$ cat src/rtl/smau_pkg.sv
// types and constants shared by the segmented memory access unit modules
package smau_pkg;

    localparam int LANES       = 4;
    localparam int CFG_IDX_W   = 3;
    localparam int QUEUE_DEPTH = 2;
    localparam int QPTR_W      = 1;
    localparam int QCNT_W      = 2;

    localparam logic [31:0] ABSENT_ENTRY = 32'hFFFF_FFFF;
    localparam logic [2:0]  SIZE_MAX     = 3'd4;

    typedef enum logic
    {
        OP_READ  = 1'b0,
        OP_WRITE = 1'b1
    } smau_op_t;

    // one classified access as it travels from the front to the back
    typedef struct packed
    {
        logic             is_write;
        logic             fault;
        logic             load_regs;
        logic [2:0]       size;
        logic [31:0]      laddr;
        logic [15:0]      phys;
        logic [31:0]      wdata;
        logic [3:0]       wr_en;
        logic [3:0]       rd_en;
        logic [3:0][7:0]  wbyte;
    } smau_item_t;

    // queue fill status
    typedef struct packed
    {
        logic full;
        logic empty;
    } smau_q_status_t;

endpackage

$ cat src/rtl/smau_front.sv
// front end: segment table, address translation and per-byte access checks
module smau_front #(
    parameter int MEM_BYTES = 16384,
    parameter int SEGMENTS  = 8
) (
    input  logic                            clk,
    input  logic                            rst_n,
    input  logic                            cfg_we,
    input  logic [smau_pkg::CFG_IDX_W-1:0]  cfg_index,
    input  logic [31:0]                     cfg_wdata,
    input  logic                            op,
    input  logic [31:0]                     logical_addr,
    input  logic [2:0]                      access_size,
    input  logic [31:0]                     write_data,
    input  logic                            is_fetch,
    output smau_pkg::smau_item_t            item
);
    import smau_pkg::*;

    localparam int SEG_IDX_W = (SEGMENTS > 1) ? $clog2(SEGMENTS) : 1;

    logic [31:0]       seg_table_reg [SEGMENTS];
    logic [15:0]       seg;
    logic              seg_fault;
    logic [31:0]       entry;
    logic [15:0]       base;
    logic [16:0]       limit;
    logic              absent;
    logic [15:0]       phys;
    logic [2:0]        size_c;
    logic              is_write;
    logic              fetch;
    logic [16:0]       byte_addr [LANES];
    logic [LANES-1:0]  active;
    logic [LANES-1:0]  in_mem;
    logic [LANES-1:0]  bad;
    logic [LANES-1:0]  wr_en;
    logic [LANES-1:0]  rd_en;
    logic [3:0][7:0]   wbyte;
    logic              wr_chain;
    logic [1:0]        pos;

    // segment table; the user must write it only while idle, the block itself does not enforce this
    always_ff @(posedge clk or negedge rst_n)
    begin
        if (!rst_n)
        begin
            for (int s = 0; s < SEGMENTS; s++)
            begin
                seg_table_reg[s] <= ABSENT_ENTRY;
            end
        end
        else if (cfg_we && ({1'b0, cfg_index} < 4'(SEGMENTS)))
        begin
            seg_table_reg[cfg_index[SEG_IDX_W-1:0]] <= cfg_wdata;
        end
    end

    // segment lookup and translation
    assign seg       = logical_addr[31:16];
    assign seg_fault = (seg >= 16'(SEGMENTS));
    assign entry     = seg_fault ? ABSENT_ENTRY : seg_table_reg[seg[SEG_IDX_W-1:0]];
    assign base      = entry[31:16];
    assign limit     = {1'b0, base} + {1'b0, entry[15:0]};
    assign absent    = (entry == ABSENT_ENTRY);
    assign phys      = base + logical_addr[15:0];
    assign size_c    = (access_size > SIZE_MAX) ? SIZE_MAX : access_size;
    assign is_write  = (op == OP_WRITE);
    assign fetch     = is_fetch && !is_write;

    // per-byte checks, write enables stop at the first bad byte
    always_comb
    begin
        wr_chain = is_write && !seg_fault;
        for (int i = 0; i < LANES; i++)
        begin
            byte_addr[i] = {1'b0, phys} + 17'(i);
            active[i]    = (3'(i) < size_c);
            in_mem[i]    = (byte_addr[i] < 17'(MEM_BYTES));
            bad[i]       = absent || (byte_addr[i] < {1'b0, base}) ||
                           (byte_addr[i] >= limit) || !in_mem[i];
            wr_chain     = wr_chain && active[i] && !bad[i];
            wr_en[i]     = wr_chain;
            rd_en[i]     = !is_write && !seg_fault && active[i] &&
                           (fetch ? in_mem[i] : !bad[i]);
            pos          = 2'(size_c - 3'(i) - 3'd1);
            wbyte[i]     = write_data[{pos, 3'b000} +: 8];
        end
    end

    // classified item
    always_comb
    begin
        item.is_write  = is_write;
        item.fault     = seg_fault || (!fetch && |(active & bad));
        item.load_regs = !seg_fault && !fetch;
        item.size      = size_c;
        item.laddr     = logical_addr;
        item.phys      = phys;
        item.wdata     = write_data;
        item.wr_en     = wr_en;
        item.rd_en     = rd_en;
        item.wbyte     = wbyte;
    end

endmodule

$ cat config.mk
export PLATFORM = sky130hd
export DESIGN_NAME = smau_front
export DESIGN_NICKNAME = d
export VERILOG_FILES = /design/src/rtl/smau_pkg.sv /design/src/rtl/smau_front.sv
export SDC_FILE = /design/constraint.sdc
export NUM_CORES = 1
export LEC_CHECK = 0
export BUFFER_PORTS_ARGS = -buffer_cell sky130_fd_sc_hd__buf_4
export CELL_PAD_IN_SITES_DETAIL_PLACEMENT = 1
export CELL_PAD_IN_SITES_GLOBAL_PLACEMENT = 2
export CORE_MARGIN = 2
export CORE_UTILIZATION = 43
export DETAILED_ROUTE_END_ITERATION = 6
export PLACE_DENSITY_LB_ADDON = 0.25
export RECOVER_POWER = 100
export SYNTH_ARGS = -nofsm -noshare
export SYNTH_HDL_FRONTEND = slang
export SYNTH_SLANG_ARGS = --single-unit
$ cat constraint.sdc
create_clock -name clk -period 19.55 [get_ports clk]
set_input_delay 0.9775 -clock clk [delete_from_list [all_inputs] [get_ports clk]]
set_output_delay 0.9775 -clock clk [all_outputs]
set_load 0.02 [all_outputs]
; Yosys cells after proc, flatten, opt, wreduce, memory -nomap -nowiden
; Cells that the tools add are included.
[word_totals]
reg_bits = 256
rom_bits = 0
latch_bits = 0
ramBits = 0
wordCells = 107
input_bits = 107
n_memories = 0
[op_classes]
n_reduce_logical = 47
n_bitwise = 3
add_sub_neg = 11
order_cmp = 21
muxes = 12
div_mod_pow = 0
n_eq_ne = 1
n_mul = 0
n_shift = 4
[ops]
columns = operator, n
row1 = $bwmux 256, 1
row2 = $mux 32, 4
row3 = $shiftx 32x6->8, 4
row4 = $bmux 32 s3, 1
row5 = $demux 32 s3, 1
row6 = $ge 17x17->1, 3
row7 = $lt 17x15->1 const B, 3
row8 = $lt 17x16->1, 3
row9 = $add 16x2->17 const B, 2
row10 = $eq 32x32->1 const B, 1
row11 = $logic_and 1x1->1, 22
row12 = $add 16x1->17 const B, 1
row13 = $add 16x16->17, 1
row14 = $ge 16x17->1, 1
row15 = $add 16x16->16, 1
row16 = $ge 16x4->1 const B, 1
row17 = $lt 16x15->1 const B, 1
row18 = $lt 16x16->1, 1
row19 = $logic_or 1x1->1, 13
row20 = $logic_not 1->1, 11
row21 = $ge 4x4->1 const B, 2
row22 = $not 3->4, 2
row23 = $sub 2x1->2 const B, 4
row24 = $lt 1x3->1 const A, 2
row25 = other kinds (8), 13

; Longest topological paths before layout
; Gate-level depths: netlist of run 1.
[logic_depth]
word_depth = 18
ltp_mapped = 30
mapped_depth_nobuf = 25

; Worst setup path after synthesis of run 1
; No wires, ideal clock.
[synth_timing]
path_kind = input-to-output
start = input logical_addr[18]
end = output item[38] in the netlist's numbering
required_ns = 18.572
cell_stages = 23
n_path_buf = 4
path_slack_ns = 11.604
arrival_time_ns = 6.968
path_cell_list = buf_2 -> buf_2 -> buf_1 -> clkbuf_1 -> mux2i_1 -> nand2_1 -> ha_1 -> fa_1 -> a211oi_1 -> o21ai_0 -> a31o_2 -> a21o_1 -> a21oi_1 -> xor2_1 -> ha_1 -> a2111oi_0 -> o21ai_0 -> and3_1 -> maj3_1 -> o221ai_1 -> nand4_1 -> nor4_4 -> and4b_1
[synth_lines]
columns = element, line_no
row1 = start: declaration, smau_front.sv:12  ; input logic [31:0] logical_addr,
row2 = end: declaration, smau_front.sv:16  ; output smau_pkg::smau_item_t item

==> reports/results.env, run 1 <==
INITIAL_CORE_UTIL_PCT=43.43
POSTROUTEANTENNANETS=0
TOTALNEGATIVESETUPSLACK_PS=0
GRT_PASS1_WL_UM=82900
PRECTSSETUPSLACK_PS=9702
CP_DATA_ARRIVAL_TIME_PS=12850
TYPE_OF_THE_WORST_SETUP_PATH='in -> out'
SEQUENTIAL_CELL_AREA_SQ_MM=0.006726
IO_BUFFER_COUNT=232
GRT_USAGE_PCT=23.85
STD_CELL_ROWS=76
NETLIST_TOP_CELLS_AREA='sky130_fd_sc_hd__dfstp_2, sky130_fd_sc_hd__mux2_2, sky130_fd_sc_hd__ha_1'
STARTPOINT_TYPE='primary input'
ANTENNA_FOUND_INITIAL=1
TIMING.FINAL.WS_SETUP_PS=5726
FINALMAXSLEWVIOLATIONS=716
MAX_SLEW.WORST_PIN.SLEW_PS=4847
CLOCK_BUFFER_COUNT_FROM_CTS=26
ROUTED_WL_UM=53820
CLK_LATENCY_PS=540
NUMBER_OF_FLIP_FLOPS_UNDER_THE_LARGEST_REGISTER_NAME=256
FAILING_CHECKS='max-capacitance violations, max-slew violations'
VIAS_PER_CELL=5.707
YOSYS_MOST_USED_DFF='sky130_fd_sc_hd__dfstp_2'
POST-ROUTE-DRC-COUNT=0
TRITONCTS='built'
IR_WORST_VDD_uV=79.79
FIN_NETS=1973
NETLIST_AREA_SQ_MM=0.01867
CLOCK.FMAX_MHz=72.34
TIMING.MAX_SLEW.REL_SLACK_PCT=-223.2
PWR_DENS_mW_PER_MM2=85.62
FLOORPLAN.DIE.HEIGHT_UM=212.4
P_LEAK_nW=8.636
HP-START='seg_table_reg[121]'
VIAS=13166
SYNTH_EDF_COUNT=0
CLKSLEWWORSTSETUPHOLDPATHS_PS=60
DRT_FIRST_ITER_VIOLATIONS=419
FLOORPLAN.DIE_AREA_SQ_MM=0.04509
MOST_INSTANTIATED_CELLS_AFTER_SYNTHESIS='sky130_fd_sc_hd__dfstp_2, sky130_fd_sc_hd__mux2_2, sky130_fd_sc_hd__ha_1, sky130_fd_sc_hd__mux4_2, sky130_fd_sc_hd__buf_4'
STATUS='complete, but fails checks'
CP_DATA_REQUIRED_TIME_PS=18570
SYNTH_LARGEST_TYPE_AREA_FRACTION_PCT=36.03
HOLDBUFCOUNTCTS=0
POST_CTS.REPAIR.SETUP_BUFFERS=0
SYNTHCELLS=1560
LAYOUT-AREA-OVERHEAD-VS-SYNTH_PCT=11.94
FP.COREAREA_SQ_MM=0.04298
MAX-CLOCK-PATH-BUFFERS=3
SYNTHESIS.NETS=1831
R2R_START='seg_table_reg[71]'
FINALSETUPVIOLATIONS=0
GRT_RESIDUAL_OVERFLOW=0
YOSYS_WARNINGS=0
HOLDWS_PS=617.3
CLOCK-SKEW-FINAL_PS=0
VIAS_IN_THE_FIRST_GLOBAL_ROUTE=14260
WIRE_PER_INST_UM=23.33
POST-ROUTE-UTIL_PCT=48.61
FIN_CRIT_SH_PCT=70.71
HPWLAFTERDP_UM=39410
HTREEDEPTH=1
YS_ASYNC_SR_FRACTION_PCT=100.0
TOP_LEVEL_PORTS=233
WORST-PATH-MAX-FANOUT=44
YOSYSSEQAREASHARE_PCT=36.03
POSTCTSRESIZEDCELLS=0
CTS_ROOT_BUF='sky130_fd_sc_hd__clkbuf_16'
YOSYSTOPAREACELL='sky130_fd_sc_hd__dfstp_2'
FINAL_LAYOUT_SIZE_SUFFIX_GT1_SHARE_PCT=45.44
SYNTH_CELL_TYPES=81
DRTPASS1ITERATIONS=5
REPORT.FINAL.HOLD_VIOL_COUNT=0
CLKSINKCOUNT=256
POSTSYNTHAREAPERCELL_SQ_UM=11.97
LAYOUT.FILLER_CELLS=4635
DIE_WIDTH_UM=212.4
MULTI_INPUT_AREA_SQ_MM=0.01088
RRSETUPSLACK_PS=18760
GRT_MAX_DEGREE=91
HP-CLASS='reg -> reg'
SYNTH.FF_LATCH_COUNT=256
MAXCAPVIOLATIONS=16
LAYOUT_MIN_CYCLE_TIME_PS=13820
LAUNCHING_INSTANCE_OR_PORT_OF_THE_CRITICAL_PATH='logical_addr[16]'
FINALWEIGHTEDCONGESTION=0.8589
RSZ_0062_RAISED_AFTER_GLOBAL_ROUTING='no'
END_KIND='output port'
==> kinds of logic (layout without fill, tap and decap cells) <==
kind of cell / after synthesis / in the layout / share of synthesized area (%)
adders and majority gates: 165 / 165 / 11.13
DFF: 256 / 256 / 36.03
muxes: 386 / 386 / 28.41
buffers and inverters: 187 / 348 / 5.470
AOI/OAI and AO/OA: 228 / 228 / 8.144
xor gates and xnor gates: 64 / 64 / 3.124
other: 0 / 1 / 0
and+or+nand+nor: 274 / 274 / 7.688
==> stage by stage <==
stage | instances | total power [mW] | cell area, sq um
final | 2307 | 1.789 | 20900
after global routing | 2306 | 1.878 | 20890
after CTS | 2306 | 1.823 | 21450
after detailed placement | 2259 | 1.260 | 20490
after global placement | 2259 | 1.233 | 20490
after floorplan | 1560 | 1.103 | 18670
==> cell type report <==
| type | count | share of cell area, % |
|---|---|---|
| multi-input combinational | 1117 | 52.06 |
| timing repair buffer | 252 | 6.754 |
| inverter | 49 | 0.8802 |
| clock inverter | 13 | 0.9521 |
| clock buffer | 34 | 3.647 |
| tap | 585 | 3.503 |
| antenna | 1 | 0.01198 |
| sequential | 256 | 32.19 |
==> power by group <==
group	switching [mW]	internal, mW	total (mW)
Sequential	0.0589	0.731	0.790
Clock	0.211	0.340	0.551
Combinational	0.223	0.225	0.448
Total	0.493	1.30	1.79
==> cell usage in the layout (no fill, tap or decap), drive strengths merged, types with 3 or more instances in the layout <==
| master | instances |
|---|---|
| o22ai | 9 |
| nand2b | 11 |
| clkinv | 7 |
| clkbuf | 162 |
| o21a | 13 |
| nor2 | 66 |
| a2111oi | 13 |
| ha | 162 |
| nand4 | 24 |
| o21bai | 9 |
| nand3 | 22 |
| nor2b | 17 |
| nor3b | 3 |
| nand2 | 65 |
| a21o | 21 |
| nand4b | 5 |
| o211ai | 7 |
| xnor2 | 48 |
| mux4 | 88 |
| bufinv | 5 |
| buf | 124 |
| xor2 | 16 |
| o21ai | 49 |
| inv | 48 |
| nor4 | 11 |
| a211o | 4 |
| a31oi | 6 |
| a21oi | 58 |
| and4 | 4 |
| mux2i | 40 |
| a211oi | 17 |
| dfstp | 256 |
| and3 | 6 |
| and2 | 8 |
| mux2 | 258 |
| nor3 | 23 |
==> final timing paths <==
path | to | depth (start not counted)
hold reg to reg | seg_table_reg[121] | 1
min in group asynchronous | seg_table_reg[200] | 1
setup reg to reg | seg_table_reg[71] | 1
hold / removal | seg_table_reg[121] | 1
setup / recovery | item[38] | 25
max in group asynchronous | seg_table_reg[176] | 2
==> worst max-delay path, cell delays in order <==
cell,delay (ps)
sky130_fd_sc_hd__clkbuf_1,1570
sky130_fd_sc_hd__clkbuf_1,2660
sky130_fd_sc_hd__mux4_2,730
sky130_fd_sc_hd__nor2b_1,150
sky130_fd_sc_hd__a211oi_1,950
sky130_fd_sc_hd__inv_1,180
sky130_fd_sc_hd__ha_1,400
sky130_fd_sc_hd__nor2_1,80
sky130_fd_sc_hd__o31a_4,380
sky130_fd_sc_hd__o211a_1,260
sky130_fd_sc_hd__nor2_1,130
sky130_fd_sc_hd__mux2i_1,1140
sky130_fd_sc_hd__nand3_1,390
sky130_fd_sc_hd__nor2_1,310
sky130_fd_sc_hd__nand2_1,100
sky130_fd_sc_hd__xnor2_1,280
sky130_fd_sc_hd__ha_1,310
sky130_fd_sc_hd__a21o_1,170
sky130_fd_sc_hd__a21oi_1,150
sky130_fd_sc_hd__o21ai_0,120
sky130_fd_sc_hd__nor3_1,290
sky130_fd_sc_hd__o21ai_0,290
sky130_fd_sc_hd__nor4_4,250
sky130_fd_sc_hd__and4b_1,250
sky130_fd_sc_hd__clkbuf_1,240
==> routing by layer <==
layer | routed length, um | global-route usage (%) | vias to the layer above
met5 | 0 | 0 | -
met4 | 959 | 5.426 | 0
met3 | 1761 | 2.186 | 44
met2 | 27670 | 43.23 | 211
met1 | 23430 | 30.84 | 6828
li1 | - | - | 6083
Power figures use the tool's default switching activity.
==> run 2: changes to the inputs <==
--- a/config.mk
+++ b/config.mk
@@ -9,7 +9,7 @@
 export CELL_PAD_IN_SITES_DETAIL_PLACEMENT = 1
 export CELL_PAD_IN_SITES_GLOBAL_PLACEMENT = 2
 export CORE_MARGIN = 2
-export CORE_UTILIZATION = 43
+export CORE_UTILIZATION = 40
 export DETAILED_ROUTE_END_ITERATION = 6
 export PLACE_DENSITY_LB_ADDON = 0.25
 export RECOVER_POWER = 100
==> constraint.sdc (replaced) <==
create_clock -name clk -period 13.7 [get_ports clk]
set_input_delay 0.685 -clock clk [delete_from_list [all_inputs] [get_ports clk]]
set_output_delay 0.685 -clock clk [all_outputs]
set_load 0.02 [all_outputs]
==> reports/results.env, run 2 (same netlist as run 1, synthesis figures left out) <==
STATUS='complete, but fails checks'  # unchanged
FAILING_CHECKS='max-capacitance violations, max-slew violations'  # unchanged
TYPE_OF_THE_WORST_SETUP_PATH='in -> out'  # unchanged
GRT_PASS1_WL_UM=82930  # was 82900 um
WIRE_PER_INST_UM=23.10  # was 23.33 um
VIAS=13244  # was 13166
FINALSETUPVIOLATIONS=0  # unchanged
MET3_LENGTH_UM=1854  # was 1761 um
GRT_RESIDUAL_OVERFLOW=0  # unchanged
MAXCAPVIOLATIONS=14  # was 16
IR_WORST_VDD_uV=111.7  # was 79.79 uV
STARTPOINT_TYPE='primary input'  # unchanged
CRITICAL_PATH_SLOWEST_STAGE_CELL='sky130_fd_sc_hd__clkbuf_1'  # unchanged
FINAL_LAYOUT_SIZE_SUFFIX_GT1_SHARE_PCT=45.41  # was 45.44%
FINALWEIGHTEDCONGESTION=0.8605  # was 0.8589
ANTENNADIODECOUNT=0  # was 1
VIAS_PER_CELL=5.687  # was 5.707
FLOORPLAN.DIE_AREA_SQ_MM=0.04841  # was 0.04509 sq mm
DR.MAX_LAYER_USED='met5'  # was met4
GRT_MAX_DEGREE=92  # was 91
CLOCK.FMAX_MHz=93.39
RRSETUPSLACK_PS=12940  # was 18760 ps
WORST-PATH-MAX-FANOUT=35  # was 44
LAYOUT_MIN_CYCLE_TIME_PS=10710
MAX_SLEW.WORST_PIN.SLEW_PS=4735  # was 4847 ps
CRITICAL-PATH-MAX-STAGE-DELAY_PS=1690  # was 2660 ps
WL_ON_MET1_UM=23660  # was 23430 um
POST-ROUTE-DRC-COUNT=0  # unchanged
HOLDBUFCOUNTCTS=0  # unchanged
DRTPASS1ITERATIONS=5  # unchanged
GRT_USAGE_PCT=22.19  # was 23.85%
CLKSLEWWORSTSETUPHOLDPATHS_PS=60  # about the same
POSTROUTEANTENNANETS=0  # unchanged
POST_CTS.REPAIR.SETUP_BUFFERS=0  # unchanged
P_LEAK_nW=8.587  # was 8.636 nW
HPWLAFTERDP_UM=39580  # was 39410 um
DRT_FIRST_ITER_VIOLATIONS=437  # was 419
MET2ROUTEDLENGTH_UM=27170  # was 27670 um
MAX-CLOCK-PATH-BUFFERS=3  # unchanged
CP_DATA_ARRIVAL_TIME_PS=10020  # was 12850 ps
ROUTED_WL_UM=53790  # was 53820 um
FIN_CRIT_SH_PCT=78.16
RSZ_0062_RAISED_AFTER_GLOBAL_ROUTING='no'  # unchanged
FLOORPLAN.DIE.HEIGHT_UM=220.0  # was 212.4 um
ANTENNA_FOUND_INITIAL=1  # unchanged
CLOCK_BUFFER_COUNT_FROM_CTS=27  # was 26
LAYOUT.CELLS.MOST_COMMON='sky130_fd_sc_hd__dfstp_2'  # unchanged
TIMING.MAX_SLEW.REL_SLACK_PCT=-215.7  # was -223.2%
COMMONEST_NON_FILL_NON_TAP_CELLS_IN_THE_LAYOUT='sky130_fd_sc_hd__dfstp_2, sky130_fd_sc_hd__mux2_2, sky130_fd_sc_hd__ha_1'  # unchanged
TRITONCTS='built'  # unchanged
CP_DATA_REQUIRED_TIME_PS=13020  # was 18570 ps
CLKSINKCOUNT=256  # unchanged
SEQUENTIAL_CELL_AREA_SQ_MM=0.006726  # unchanged
POST-ROUTE-UTIL_PCT=45.00  # was 48.61%
FP.COREAREA_SQ_MM=0.04626  # was 0.04298 sq mm
HOLDWS_PS=441.8  # was 617.3 ps
REPORT.FINAL.HOLD_VIOL_COUNT=0  # unchanged
FIN_NETS=1975  # was 1973
NUMBER_OF_FLIP_FLOPS_UNDER_THE_LARGEST_REGISTER_NAME=256  # unchanged
HTREEDEPTH=1  # unchanged
DIE_WIDTH_UM=220.0  # was 212.4 um
END_KIND='output port'  # unchanged
PWR_DENS_mW_PER_MM2=118.1  # was 85.62 mW/mm^2
LAYOUT.FILLER_CELLS=4978  # was 4635
STD_CELL_ROWS=79  # was 76
CLOCK-SKEW-FINAL_PS=0  # unchanged
HP-CLASS='in -> reg'  # was reg -> reg
CLK_LATENCY_PS=530  # was 540 ps
IO_BUFFER_COUNT=232  # unchanged
INITIAL_CORE_UTIL_PCT=40.35  # was 43.43%
FINALMAXSLEWVIOLATIONS=637  # was 716
CTS_ROOT_BUF='sky130_fd_sc_hd__clkbuf_16'  # unchanged
MULTI_INPUT_AREA_SQ_MM=0.01088  # about the same
POSTCTSRESIZEDCELLS=0  # unchanged
TOTALNEGATIVESETUPSLACK_PS=0  # unchanged
TOP_LEVEL_PORTS=233  # unchanged
LAYOUT-AREA-OVERHEAD-VS-SYNTH_PCT=11.51  # was 11.94%
VIAS_IN_THE_FIRST_GLOBAL_ROUTE=14268  # was 14260
==> run 2: through the flow <==
stage	power (mW)	cell area, sq um	cells	worst slack [ps]
detailed placement	1.795	20520	2282	4871
global placement	1.762	20520	2282	4889
floorplan	1.573	18670	1560	6339
finish	2.459	20820	2329	2993
global route	2.589	20820	2329	2087
CTS	2.508	21360	2329	4866
==> run 2: cell type report <==
cell class | count | share of cell area [%]
Multi-Input combinational cell | 1117 | 52.25
Sequential cell | 256 | 32.32
Timing Repair Buffer | 253 | 6.871
Tap cell | 607 | 3.649
Clock buffer | 37 | 3.619
Inverter | 49 | 0.8836
Clock inverter | 10 | 0.4148
==> run 2: critical path: cells and delay by family <==
family,cells,cell delay [ps]
AND/OR/NAND/NOR,7,1480
XOR/XNOR,2,980
adder cells (fa/ha/maj),2,730
buffers and inverters,4,2450
AO/OA/AOI/OAI,10,3210
multiplexers,1,450
==> run 2: worst paths after layout <==
path	cells past startpoint	to	from
worst max-delay path	26	item[124]	logical_addr[17]
worst min-delay path	2	seg_table_reg[116]	cfg_wdata[20]
worst max register to register	1	seg_table_reg[79]	seg_table_reg[79]
worst min register to register	1	seg_table_reg[179]	seg_table_reg[179]
max in group asynchronous	3	seg_table_reg[84]	rst_n
min in group asynchronous	1	seg_table_reg[199]	rst_n
==> run 2: report_power, final <==
part	switching [mW]	internal [mW]
sequential	0.0841	1.04
combinational	0.315	0.320
clock	0.295	0.402
total	0.694	1.77
==> run 2: routing by layer <==
metal	vias up	track usage, %
li1	6071	-
met3	59	2.208
met1	6892	28.69
met4	2	5.481
met2	220	39.72
met5	-	0
